--- config.mk ---
export PLATFORM = sky130hd
export DESIGN_NAME = multichannel_biquad_q14_wet_mix
export DESIGN_NICKNAME = d
export VERILOG_FILES = /design/src/rtl/mbq_pkg.sv /design/src/rtl/mbq_ram.sv /design/src/rtl/multichannel_biquad_q14_wet_mix.sv
export SDC_FILE = /design/constraint.sdc
export NUM_CORES = 2
export LEC_CHECK = 0
export BUFFER_PORTS_ARGS = -buffer_cell sky130_fd_sc_hd__buf_2
export CORE_ASPECT_RATIO = 0.7
export CORE_UTILIZATION = 55
export CTS_BUF_LIST = sky130_fd_sc_hd__clkbuf_8
export DETAILED_ROUTE_END_ITERATION = 12
export HOLD_SLACK_MARGIN = 0.06
export PLACE_DENSITY = 0.73
export SETUP_SLACK_MARGIN = 0.2
export SYNTH_ARGS = -nofsm -noshare
export SYNTH_HDL_FRONTEND = slang
export SYNTH_SLANG_ARGS = --single-unit
--- constraint.sdc ---
create_clock -name clk -period 9.75 [get_ports clk]
set_input_delay 1.4625 -clock clk [delete_from_list [all_inputs] [get_ports clk]]
set_output_delay 1.4625 -clock clk [all_outputs]
set_load 0.02 [all_outputs]
--- src/rtl/mbq_pkg.sv ---
`timescale 1ns / 1ps

package mbq_pkg;

	localparam int NUM_CHANNELS = 8;
	localparam int CH_ADDR_W    = (NUM_CHANNELS > 1) ? $clog2(NUM_CHANNELS) : 1;
	localparam int FRAC_BITS    = 14;

	localparam int SAMPLE_W  = 16;
	localparam int CHAN_W    = 3;
	localparam int COEF_W    = 24;
	localparam int WET_W     = 15;
	localparam int OHIST_W   = 32;
	localparam int CFG_W     = 24;
	localparam int CFG_IDX_W = 3;
	localparam int NUM_COEFS = 5;

	localparam int HIST_W = 2 * SAMPLE_W + 2 * OHIST_W;
	localparam int PROD_W = COEF_W + OHIST_W;
	localparam int ACC_W  = PROD_W + 3;
	localparam int DIFF_W = OHIST_W + 1;
	localparam int MIX_W  = DIFF_W + WET_W + 1;
	localparam int RES_W  = MIX_W - FRAC_BITS + 1;

	localparam int SAMPLE_MAX = 2 ** (SAMPLE_W - 1) - 1;
	localparam int SAMPLE_MIN = -(2 ** (SAMPLE_W - 1));

	typedef enum logic [CFG_IDX_W-1:0] {
		REG_FF0,
		REG_FF1,
		REG_FF2,
		REG_FB1,
		REG_FB2,
		REG_WET
	} reg_idx_t;

	typedef enum logic [1:0] {
		ST_IDLE,
		ST_MAC,
		ST_UPD,
		ST_MIX
	} state_t;

	typedef struct packed {
		logic [SAMPLE_W-1:0] x1;
		logic [SAMPLE_W-1:0] x2;
		logic [OHIST_W-1:0]  y1;
		logic [OHIST_W-1:0]  y2;
	} hist_t;

endpackage

--- src/rtl/mbq_ram.sv ---
`timescale 1ns / 1ps

module mbq_ram #(
	parameter int WIDTH = 8,
	parameter int DEPTH = 2,
	parameter int ADDR_W = (DEPTH > 1) ? $clog2(DEPTH) : 1
) (
	input  logic              clk,
	input  logic              we,
	input  logic [ADDR_W-1:0] waddr,
	input  logic [WIDTH-1:0]  wdata,
	input  logic              re,
	input  logic [ADDR_W-1:0] raddr,
	output logic [WIDTH-1:0]  rdata
);

	logic [WIDTH-1:0] mem [DEPTH];

	always_ff @(posedge clk) begin
		if (we) begin
			mem[waddr] <= wdata;
		end
		if (re) begin
			rdata <= mem[raddr];
		end
	end

endmodule

--- src/rtl/multichannel_biquad_q14_wet_mix.sv ---
`timescale 1ns / 1ps

// Eight-channel direct-form-I biquad with Q14 coefficients and a Q14 wet/dry mix, saturated
// to 16 bits. Each channel's history sits in one synchronous RAM, read at the edge that takes
// a word and written back once the filter output is known; reset marks every channel empty,
// so its history reads as zero until first used. In ST_MAC the one shared 24x32 multiplier
// forms the five filter taps (the RAM read lands with acceptance); ST_UPD registers the mix
// product and writes the history back; ST_MIX forms the mix sum and saturation and loads
// the result once the output register is free. One word is in work at a time; a finished
// result waits in the output register while the next word is taken. A channel number beyond
// the channel count goes straight to ST_MIX and passes the sample through untouched.
// Coefficients are to be written only while the block is idle; the block does not enforce it.

module multichannel_biquad_q14_wet_mix (
	input  logic                                clk,
	input  logic                                arst_n,
	input  logic                                s_tvalid,
	output logic                                s_tready,
	input  logic [mbq_pkg::SAMPLE_W-1:0]        s_tdata,   // sample_in
	input  logic [mbq_pkg::CHAN_W-1:0]          s_tuser,   // chan_sel
	output logic                                m_tvalid,
	input  logic                                m_tready,
	output logic [mbq_pkg::SAMPLE_W-1:0]        m_tdata,   // sample_out
	input  logic                                cfg_we,
	input  logic [mbq_pkg::CFG_IDX_W-1:0]       cfg_index,
	input  logic [mbq_pkg::CFG_W-1:0]           cfg_data
);

	mbq_pkg::state_t state_q, state_d;

	logic [mbq_pkg::COEF_W-1:0]    coef_q [mbq_pkg::NUM_COEFS];
	logic [mbq_pkg::WET_W-1:0]     wet_q;
	logic [mbq_pkg::NUM_CHANNELS-1:0] vld_q;

	logic [mbq_pkg::SAMPLE_W-1:0]  x_q;
	logic [mbq_pkg::CH_ADDR_W-1:0] ch_q;
	logic                          byp_q;
	logic                          rd_vld_q;

	mbq_pkg::reg_idx_t             term_q;
	mbq_pkg::reg_idx_t             prod_term_q;
	logic                          prod_vld_q;
	logic signed [mbq_pkg::PROD_W-1:0] prod_q;
	logic signed [mbq_pkg::ACC_W-1:0]  acc_q;
	logic signed [mbq_pkg::MIX_W-1:0]  mprod_q;

	logic                          m_tvalid_q;
	logic [mbq_pkg::SAMPLE_W-1:0]  m_tdata_q;

	logic                          s_acc;
	logic                          out_free;
	logic                          in_byp;
	logic [mbq_pkg::CH_ADDR_W-1:0] in_addr;

	logic                          ram_re;
	logic                          ram_we;
	logic                          load_out;
	logic [mbq_pkg::HIST_W-1:0]    ram_rdata;
	mbq_pkg::hist_t                hist;
	mbq_pkg::hist_t                hist_new;

	logic signed [mbq_pkg::OHIST_W-1:0] mul_b;
	logic signed [mbq_pkg::PROD_W-1:0]  mul_p;
	logic                               mul_en;
	logic                               last_term;
	logic [mbq_pkg::OHIST_W-1:0]        y;
	logic signed [mbq_pkg::DIFF_W-1:0]  diff;
	logic signed [mbq_pkg::WET_W:0]     wet_s;
	logic signed [mbq_pkg::RES_W-1:0]   mix_sh;
	logic signed [mbq_pkg::RES_W-1:0]   mix_r;
	logic [mbq_pkg::SAMPLE_W-1:0]       sat;

	assign s_acc    = s_tvalid && s_tready;
	assign out_free = !m_tvalid_q || m_tready;
	assign in_byp   = int'(s_tuser) >= mbq_pkg::NUM_CHANNELS;
	assign in_addr  = mbq_pkg::CH_ADDR_W'(s_tuser);

	assign m_tvalid = m_tvalid_q;
	assign m_tdata  = m_tdata_q;

	mbq_ram #(
		.WIDTH(mbq_pkg::HIST_W),
		.DEPTH(mbq_pkg::NUM_CHANNELS)
	) u_hist_ram (
		.clk  (clk),
		.we   (ram_we),
		.waddr(ch_q),
		.wdata(hist_new),
		.re   (ram_re),
		.raddr(in_addr),
		.rdata(ram_rdata)
	);

	// empty channel reads as zero history
	assign hist = rd_vld_q ? mbq_pkg::hist_t'(ram_rdata) : '0;

	always_comb begin
		state_d = state_q;
		case (state_q)
			mbq_pkg::ST_IDLE: begin
				if (s_acc) begin
					state_d = in_byp ? mbq_pkg::ST_MIX : mbq_pkg::ST_MAC;
				end
			end
			mbq_pkg::ST_MAC: begin
				if (last_term) begin
					state_d = mbq_pkg::ST_UPD;
				end
			end
			mbq_pkg::ST_UPD: begin
				state_d = mbq_pkg::ST_MIX;
			end
			mbq_pkg::ST_MIX: begin
				if (out_free) begin
					state_d = mbq_pkg::ST_IDLE;
				end
			end
			default: begin
				state_d = mbq_pkg::ST_IDLE;
			end
		endcase
	end

	always_comb begin
		s_tready = 1'b0;
		ram_re   = 1'b0;
		ram_we   = 1'b0;
		load_out = 1'b0;
		mul_en   = 1'b0;
		case (state_q)
			mbq_pkg::ST_IDLE: begin
				s_tready = 1'b1;
				ram_re   = s_tvalid && !in_byp;
			end
			mbq_pkg::ST_MAC: begin
				mul_en = term_q inside {[mbq_pkg::REG_FF0 : mbq_pkg::REG_FB2]};
			end
			mbq_pkg::ST_UPD: begin
				ram_we = 1'b1;
			end
			mbq_pkg::ST_MIX: begin
				load_out = out_free;
			end
			default: begin
				s_tready = 1'b0;
			end
		endcase
	end

	assign last_term = prod_vld_q && (prod_term_q == mbq_pkg::REG_FB2);

	always_comb begin
		case (term_q)
			mbq_pkg::REG_FF0: mul_b = mbq_pkg::OHIST_W'($signed(x_q));
			mbq_pkg::REG_FF1: mul_b = mbq_pkg::OHIST_W'($signed(hist.x1));
			mbq_pkg::REG_FF2: mul_b = mbq_pkg::OHIST_W'($signed(hist.x2));
			mbq_pkg::REG_FB1: mul_b = $signed(hist.y1);
			mbq_pkg::REG_FB2: mul_b = $signed(hist.y2);
			default:          mul_b = '0;
		endcase
	end

	assign mul_p = $signed(coef_q[term_q]) * mul_b;

	assign y        = acc_q[mbq_pkg::FRAC_BITS +: mbq_pkg::OHIST_W];
	assign diff     = mbq_pkg::DIFF_W'($signed(y)) - mbq_pkg::DIFF_W'($signed(x_q));
	assign wet_s    = $signed({1'b0, wet_q});

	assign hist_new.x1 = x_q;
	assign hist_new.x2 = hist.x1;
	assign hist_new.y1 = y;
	assign hist_new.y2 = hist.y1;

	assign mix_sh = byp_q ? '0 : mbq_pkg::RES_W'($signed(mprod_q[mbq_pkg::MIX_W-1:mbq_pkg::FRAC_BITS]));
	assign mix_r  = mix_sh + mbq_pkg::RES_W'($signed(x_q));

	always_comb begin
		if (mix_r > mbq_pkg::RES_W'(mbq_pkg::SAMPLE_MAX)) begin
			sat = {1'b0, {(mbq_pkg::SAMPLE_W-1){1'b1}}};
		end else if (mix_r < mbq_pkg::RES_W'(mbq_pkg::SAMPLE_MIN)) begin
			sat = {1'b1, {(mbq_pkg::SAMPLE_W-1){1'b0}}};
		end else begin
			sat = mix_r[mbq_pkg::SAMPLE_W-1:0];
		end
	end

	always_ff @(posedge clk or negedge arst_n) begin
		if (!arst_n) begin
			state_q    <= mbq_pkg::ST_IDLE;
			m_tvalid_q <= 1'b0;
			vld_q      <= '0;
			wet_q      <= mbq_pkg::WET_W'(16384);
			for (int i = 0; i < mbq_pkg::NUM_COEFS; i++) begin
				coef_q[i] <= (i == int'(mbq_pkg::REG_FF0)) ? mbq_pkg::COEF_W'(16384) : '0;
			end
		end else begin
			state_q <= state_d;
			if (cfg_we) begin
				case (cfg_index)
					mbq_pkg::REG_FF0, mbq_pkg::REG_FF1, mbq_pkg::REG_FF2,
					mbq_pkg::REG_FB1, mbq_pkg::REG_FB2: begin
						coef_q[cfg_index] <= cfg_data;
					end
					mbq_pkg::REG_WET: begin
						wet_q <= cfg_data[mbq_pkg::WET_W-1:0];
					end
					default: begin
					end
				endcase
			end
			if (ram_we) begin
				vld_q[ch_q] <= 1'b1;
			end
			if (load_out) begin
				m_tvalid_q <= 1'b1;
			end else if (m_tready) begin
				m_tvalid_q <= 1'b0;
			end
		end
	end

	always_ff @(posedge clk) begin
		if (s_acc) begin
			x_q         <= s_tdata;
			ch_q        <= in_addr;
			byp_q       <= in_byp;
			rd_vld_q    <= in_byp ? 1'b0 : vld_q[in_addr];
			term_q      <= mbq_pkg::REG_FF0;
			prod_vld_q  <= 1'b0;
			acc_q       <= '0;
		end else if (state_q == mbq_pkg::ST_MAC) begin
			prod_vld_q <= mul_en;
			if (mul_en) begin
				prod_q      <= mul_p;
				prod_term_q <= term_q;
				term_q      <= mbq_pkg::reg_idx_t'(term_q + 1'b1);
			end
			if (prod_vld_q) begin
				if (prod_term_q inside {mbq_pkg::REG_FB1, mbq_pkg::REG_FB2}) begin
					acc_q <= acc_q - mbq_pkg::ACC_W'(prod_q);
				end else begin
					acc_q <= acc_q + mbq_pkg::ACC_W'(prod_q);
				end
			end
		end
		if (state_q == mbq_pkg::ST_UPD) begin
			mprod_q <= diff * wet_s;
		end
		if (load_out) begin
			m_tdata_q <= sat;
		end
	end

endmodule

# == Word-level counts from Yosys, hierarchy flattened ==
# Memories as Yosys holds them, arrays and structs flattened. A register that Yosys moved wholly into a read port is not among the register bits.
# Index checks and enable logic that the tools add are counted.
# totals
regBits,353
ramBits,768
input_bits,51
output_inout_bits,18
memories,1
# op_classes
add_sub_neg,5
multipliers,2
magnitude_cmp,10
eq_ne,17
muxes,27
n_bitwise,4
n_reduce_logical,19
# mem_list
name,depth,width,rd,rd_ports_with_merged_regs,write_ports,line,text
u_hist_ram.mem,8,96,1,1,1,mbq_ram.sv:17,logic [WIDTH-1:0] mem [DEPTH];
# op_table
operator,count
32-bit one-hot mux with 5 select lines,1
120-bit bitwise mux,1
96-bit 2-to-1 mux,1
24-bit binary-select mux with 3-bit select,1
24-bit demux with 3-bit select,1
24-bit 2-to-1 mux,3
59-bit by 56-bit adder with 59-bit output,1
59-bit 2-to-1 mux,1
59-bit by 56-bit subtractor with 59-bit output,1
24-bit by 32-bit multiplier with 56-bit output,1
33-bit by 16-bit multiplier with 49-bit output,1
35-bit by 16-bit adder with 36-bit output,1
36-bit by 16-bit greater-than comparator with 1-bit output (second input constant),1
36-bit by 16-bit < comparator with 1-bit output (second input constant),1
32-bit by 16-bit subtractor with 33-bit output,1
16-bit 2-to-1 mux,1
3-bit by 2-bit equality test with 1-bit output (second input constant),5
3-bit equality test (second input constant),4
1-bit 2-to-1 mux,11
4-bit greater-or-equal comparator (second input constant),2
3-bit by 4-bit < comparator with 1-bit output (second input constant),2
3-bit inverter with 4-bit output,2
8-bit OR,1
2-bit one-hot mux with 4 select lines,1
other kinds (21),38

# == Longest topological paths before layout ==
# logic_depth
word_depth,6
depth_mapped,42
mapped_depth_nobuf,38

# == By module ==
# Synthesis repeated with hierarchy kept, for this count alone.
# unflattened
hier_cells,7813
area_unflattened_um2,91989.5
# modules_own_cells
mod,instances,cells_per_inst,area_each_um2
multichannel_biquad_q14_wet_mix,1,6594,60222.8
mbq_ram,1,1219,31766.7

# == Least setup slack after synthesis ==
# No wires, ideal clock.
# synth_timing
kind,flip-flop to flip-flop
start,reg term_q[0]
end,"reg prod_q[44] (netlist name), data pin"
setup_ns,0.258
t_arrival_ns,9.931
slack_ns,-0.438
stages_incl_launch_ff,38
cell_sequence,dfxtp_1 clkbuf_1 clkbuf_1 buf_2 buf_1 clkbuf_1 inv_1 ha_1 and3_1 clkbuf_1 buf_1 clkbuf_1 buf_1 a221oi_1 nor2_1 fa_1 inv_1 fa_1 [... 2 more ...] inv_1 fa_1 fa_1 inv_1 fa_1 inv_1 ha_1 o211ai_1 o21ai_0 a211oi_1 o21ai_0 a41oi_1 a21boi_0 a41oi_1 a21oi_1 o21a_1 nor2_1 xnor2_1
# synth_via
elab_chain_len,5
elab_cells_between_ends,11
classes_between,mul (1); eq/ne (4); mux (4); bitwise (1); reduce/logical (1)
# synth_rtl
element,line,text
start: declaration,multichannel_biquad_q14_wet_mix.sv:40,mbq_pkg::reg_idx_t term_q;
start signal: assignment,multichannel_biquad_q14_wet_mix.sv:228,term_q <= mbq_pkg::REG_FF0;
start signal: assignment,multichannel_biquad_q14_wet_mix.sv:236,term_q <= mbq_pkg::reg_idx_t'(term_q + 1'b1);
3-bit inverter with 4-bit output (not written as such),multichannel_biquad_q14_wet_mix.sv:163,assign mul_p = $signed(coef_q[term_q]) * mul_b;
24-bit binary-select mux with 3-bit select,multichannel_biquad_q14_wet_mix.sv:163,
24-bit 2-to-1 mux (not written as such) (2 in a row),multichannel_biquad_q14_wet_mix.sv:163,
24-bit by 32-bit multiplier with 56-bit output (*),multichannel_biquad_q14_wet_mix.sv:163,
"named net mul_p, one bit",multichannel_biquad_q14_wet_mix.sv:63,logic signed [mbq_pkg::PROD_W-1:0] mul_p;
end signal: assignment,multichannel_biquad_q14_wet_mix.sv:234,prod_q <= mul_p;
end: declaration,multichannel_biquad_q14_wet_mix.sv:43,logic signed [mbq_pkg::PROD_W-1:0] prod_q;
# The timed path passes the listed nets; every way through them passes the cells marked *. The select of a mux whose other input is x is not followed.
# A chain may end at the register's enable or synchronous reset.

# == Worst setup path after layout ==
# layout_timing
start,reg x_q[3] (netlist name)
end,"reg mprod_q[43] (netlist name), data pin"
# layout_via
elab_chain_len,2
# layout_rtl
element,line,text
start: declaration,multichannel_biquad_q14_wet_mix.sv:35,logic [mbq_pkg::SAMPLE_W-1:0] x_q;
start signal: assignment,multichannel_biquad_q14_wet_mix.sv:224,x_q <= s_tdata;
32-bit by 16-bit subtractor with 33-bit output,multichannel_biquad_q14_wet_mix.sv:166,assign diff = mbq_pkg::DIFF_W'($signed(y)) - mbq_pkg::DIFF_W'($signed(x_q));
33-bit by 16-bit multiplier with 49-bit output,multichannel_biquad_q14_wet_mix.sv:247,mprod_q <= diff * wet_s;
end signal: assignment,multichannel_biquad_q14_wet_mix.sv:247,
end: declaration,multichannel_biquad_q14_wet_mix.sv:45,logic signed [mbq_pkg::MIX_W-1:0] mprod_q;
# No other way between the ends.

==> impl_metrics.prom <==
# TYPE chip_impl_metric gauge
chip_impl_info{name="min_path_type",value="flop to flop"} 1
chip_impl_metric{name="antenna_violations_before_repair",unit=""} 18
chip_impl_metric{name="path_buf_inv",unit=""} 6
chip_impl_info{name="synth.area.top_cells",value="edfxtp_1 (32%), fa_1 (25%), inv_1 (5.2%)"} 1
chip_impl_metric{name="antenna_left",unit=""} 0
chip_impl_info{name="outcome",value="completed"} 1
chip_impl_metric{name="die-area",unit="um^2"} 167000
chip_impl_metric{name="max_cap_viol_count",unit=""} 0
chip_impl_info{name="grt_setup_unrepaired",value="no"} 1
chip_impl_metric{name="numnets_final",unit=""} 9469
chip_impl_metric{name="cts_num_sinks",unit=""} 1180
chip_impl_metric{name="number_of_port_buffers",unit=""} 68
chip_impl_metric{name="fin_hold_ws",unit="ns"} 0.461
chip_impl_metric{name="synth_enable_flop_cells",unit=""} 984
chip_impl_metric{name="vias_per_cell",unit=""} 5.95
chip_impl_metric{name="report.final.hold_viol_count",unit=""} 0
chip_impl_info{name="timing.critical_path.from_type",value="flop"} 1
chip_impl_metric{name="period_share",unit="%"} 95.9
chip_impl_metric{name="synth_async_reset_ratio",unit="%"} 12.4
chip_impl_metric{name="timing_max_transition_violations_final",unit=""} 0
chip_impl_metric{name="xor_and_xnor_fraction_of_the_mapped_netlist_area",unit="%"} 2.25
chip_impl_metric{name="number_of_global_route_vias_before_repair",unit=""} 61300
chip_impl_metric{name="cts.hold.buffers_added",unit=""} 0
chip_impl_info{name="clockRootBuffer",value="clkbuf_8"} 1
chip_impl_metric{name="synth.cell_area",unit="um^2"} 91200
chip_impl_metric{name="avgSynthCellArea",unit="um^2"} 11.8
chip_impl_metric{name="drt_iter0_drc",unit=""} 6919
chip_impl_metric{name="wirelength",unit="mm"} 254
chip_impl_metric{name="routed-via-count",unit=""} 61000
chip_impl_metric{name="gr_usage_total",unit="%"} 30.9
chip_impl_info{name="post-synth-top-count-cell",value="inv_1"} 1
chip_impl_metric{name="grt_start_max_net_pins",unit=""} 100
chip_impl_metric{name="h-tree-depth",unit=""} 4
chip_impl_metric{name="die_width",unit="um"} 489
chip_impl_metric{name="gr-total-overflow",unit=""} 0
chip_impl_metric{name="grt_first_pass_wirelength",unit="mm"} 383
chip_impl_metric{name="yosysUniqueCellTypes",unit=""} 92
chip_impl_info{name="synth_top_cell_by_area",value="edfxtp_1"} 1
chip_impl_metric{name="numCtsBuffers",unit=""} 172
chip_impl_metric{name="synth-seq-area-share",unit="%"} 37.5
chip_impl_metric{name="finalSetupViolations",unit=""} 0
chip_impl_metric{name="max-clock-path-buffers",unit=""} 3
chip_impl_info{name="setup.worst_path.class",value="flop to flop"} 1
chip_impl_info{name="crit_path_end_kind",value="flop"} 1
chip_impl_metric{name="postSynthRegisterBits",unit=""} 1180
chip_impl_metric{name="crit_path_max_incr_delay",unit="ns"} 0.60
chip_impl_info{name="post_synth_most_frequent_cells",value="inv_1 (1,272), fa_1 (1,132), edfxtp_1 (984)"} 1
chip_impl_metric{name="worstPathArrival",unit="ns"} 9.99
chip_impl_info{name="cp_common_cell",value="fa_1"} 1
chip_impl_metric{name="yosysWarnings",unit=""} 0
chip_impl_info{name="critical_path.slowest_cell",value="or4b_2"} 1
chip_impl_metric{name="drt-pass1-iter-count",unit=""} 6
chip_impl_metric{name="dp_hpwl",unit="mm"} 190
chip_impl_metric{name="post_synth_fa_ha_maj_area_fraction",unit="%"} 30.0
chip_impl_metric{name="yosys.area_share.simple",unit="%"} 9.55
chip_impl_metric{name="gp_congestion",unit=""} 0.998
chip_impl_metric{name="setup_slack",unit="ns"} 0.401
chip_impl_metric{name="clock-skew-final",unit="ns"} 0.0543
chip_impl_metric{name="placedCellCount",unit=""} 9916
chip_impl_info{name="cp_top_family",value="adder cells"} 1
chip_impl_metric{name="dieHeight",unit="um"} 343
chip_impl_metric{name="syn-num-nets",unit=""} 9265
chip_impl_metric{name="synth_mux_area_share",unit="%"} 8.32
chip_impl_info{name="cts_tree",value="built"} 1
chip_impl_metric{name="max_slew_margin",unit="%"} 12.9
chip_impl_metric{name="layout.cells.non_filler",unit=""} 10300
chip_impl_metric{name="wl_per_cell",unit="um"} 24.8
chip_impl_metric{name="placementRows",unit=""} 124
chip_impl_metric{name="r2r_slack",unit="ns"} 0.40
chip_impl_metric{name="core_area",unit="um^2"} 164000
chip_impl_metric{name="drcViolationCount",unit=""} 0
chip_impl_info{name="postSynth.topFlopCell",value="edfxtp_1"} 1
chip_impl_metric{name="required",unit="ns"} 10.39
chip_impl_metric{name="clkSlewWorstSetupHoldPaths",unit="ns"} 0.06
chip_impl_metric{name="synth_compound_area_share",unit="%"} 5.69
chip_impl_metric{name="drive_above_1_share",unit="%"} 15.0
chip_impl_metric{name="timing.fmax",unit="GHz"} 0.107
chip_impl_info{name="largest_family_of_logic_cells_by_synthesized_area",value="adder cells"} 1
chip_impl_metric{name="synth_top_area_share",unit="%"} 32.4
chip_impl_metric{name="post-route-min-period",unit="ns"} 9.35
chip_impl_metric{name="area_growth",unit="%"} 9.14
chip_impl_metric{name="slew_at_the_pin_closest_to_its_max_slew_limit",unit="ns"} 1.30
chip_impl_metric{name="clkLatencyLatePin",unit="ns"} 0.91
chip_impl_metric{name="io_pins",unit=""} 69
chip_impl_metric{name="critical_path.max_fanout",unit=""} 4
chip_impl_metric{name="start_util",unit="%"} 55.6
chip_impl_metric{name="dp_slack",unit="ns"} -0.0505
chip_impl_metric{name="netlist_instances",unit=""} 7708
## kinds of logic (layout without fill, tap and decap cells)
family | count (synthesis) | count (layout)
compound gates | 758 | 758
xor+xnor | 234 | 234
fa+ha+maj | 1506 | 1506
buf+inv | 1629 | 1965
flops | 1180 | 1180
mux | 473 | 473
other cells | 0 | 4
simple gates | 1928 | 1929
## final cells by class
cell class              instances  area [um^2]
flip-flops and latches       1180        34200
well taps                    2205         2760
clock inverters               121          611
diodes                          4         10.0
multi-input cells            4900        51700
clock buffers                 186         2560
inverters                    1273         4780
fillers                     12800        64400
repair buffers                385         2960
## layer usage
| layer | vias up | routed length [um] | GRT usage (%) |
|---|---|---|---|
| li1 | 25900 | - | - |
| met1 | 31200 | 107000 | 47.1 |
| met2 | 3555 | 104000 | 42.5 |
| met3 | 385 | 38100 | 11.1 |
| met4 | 16 | 4780 | 6.03 |
| met5 | - | 265 | 0.669 |
## sequential cells by signal, summed over array words and instances (netlist names), 3 cells and up
| signal | cells |
|---|---|
| mprod_q | 35 |
| x_q | 16 |
| vld_q | 8 |
| u_hist_ram.mem | 768 |
| u_hist_ram.rdata | 96 |
| ch_q | 3 |
| term_q | 3 |
| m_tdata | 16 |
| prod_term_q | 3 |
| acc_q | 46 |
| wet_q | 15 |
| coef_q | 120 |
| prod_q | 46 |
## repair_timing
item / CTS / global route
setup endpoints to repair: 8 / 17
pin swaps: 0 / 36
buffers inserted: 1 / 24
gates cloned: 0 / 2
resized for setup: 8 / 85
## worst paths after layout
kind                                 startpoint                 endpoint  cells after the start
min reg2reg                vld_q[5]$_DFFE_PN0P_     vld_q[5]$_DFFE_PN0P_                      1
min                        vld_q[5]$_DFFE_PN0P_     vld_q[5]$_DFFE_PN0P_                      1
min in group asynchronous                arst_n  coef_q[119]$_DFFE_PN0P_                      1
max reg2reg                    x_q[3]$_DFFE_PP_    mprod_q[43]$_DFFE_PP_                     34
max                            x_q[3]$_DFFE_PP_    mprod_q[43]$_DFFE_PP_                     34
max in group asynchronous                arst_n    wet_q[11]$_DFFE_PN0P_                      2
## through the flow
step           cell area (um^2)  utilization [%]  TNS, ns
3_5_place_dp              95700             58.4  -0.0505
2_1_floorplan             91400                -        0
3_3_place_gp              95700             58.4        0
5_1_grt                   99500             60.7        0
4_1_cts                   98900             60.3        0
6_report                  99500             60.7        0
## cells in the final DEF (no fill, tap or decap), drive strengths merged, types with 53 or more instances in the layout
| master | netlist | layout |
|---|---|---|
| nand3 | 63 | 63 |
| o21a | 53 | 53 |
| a21o | 83 | 83 |
| and2 | 248 | 248 |
| xnor2 | 165 | 165 |
| clkbuf | 318 | 187 |
| xor2 | 69 | 69 |
| a21oi | 214 | 214 |
| nand2 | 954 | 954 |
| buf | 38 | 384 |
| fa | 1132 | 1132 |
| mux4 | 203 | 203 |
| inv | 1272 | 1334 |
| ha | 374 | 374 |
| dfrtp | 144 | 144 |
| edfxtp | 984 | 984 |
| clkinv | 1 | 57 |
| mux2 | 249 | 249 |
| nor3 | 59 | 59 |
| nor2 | 382 | 382 |
| o21ai | 123 | 123 |
Power is not shown: default switching activity piles up to over one toggle a cycle in this logic, so the estimate is an artifact.
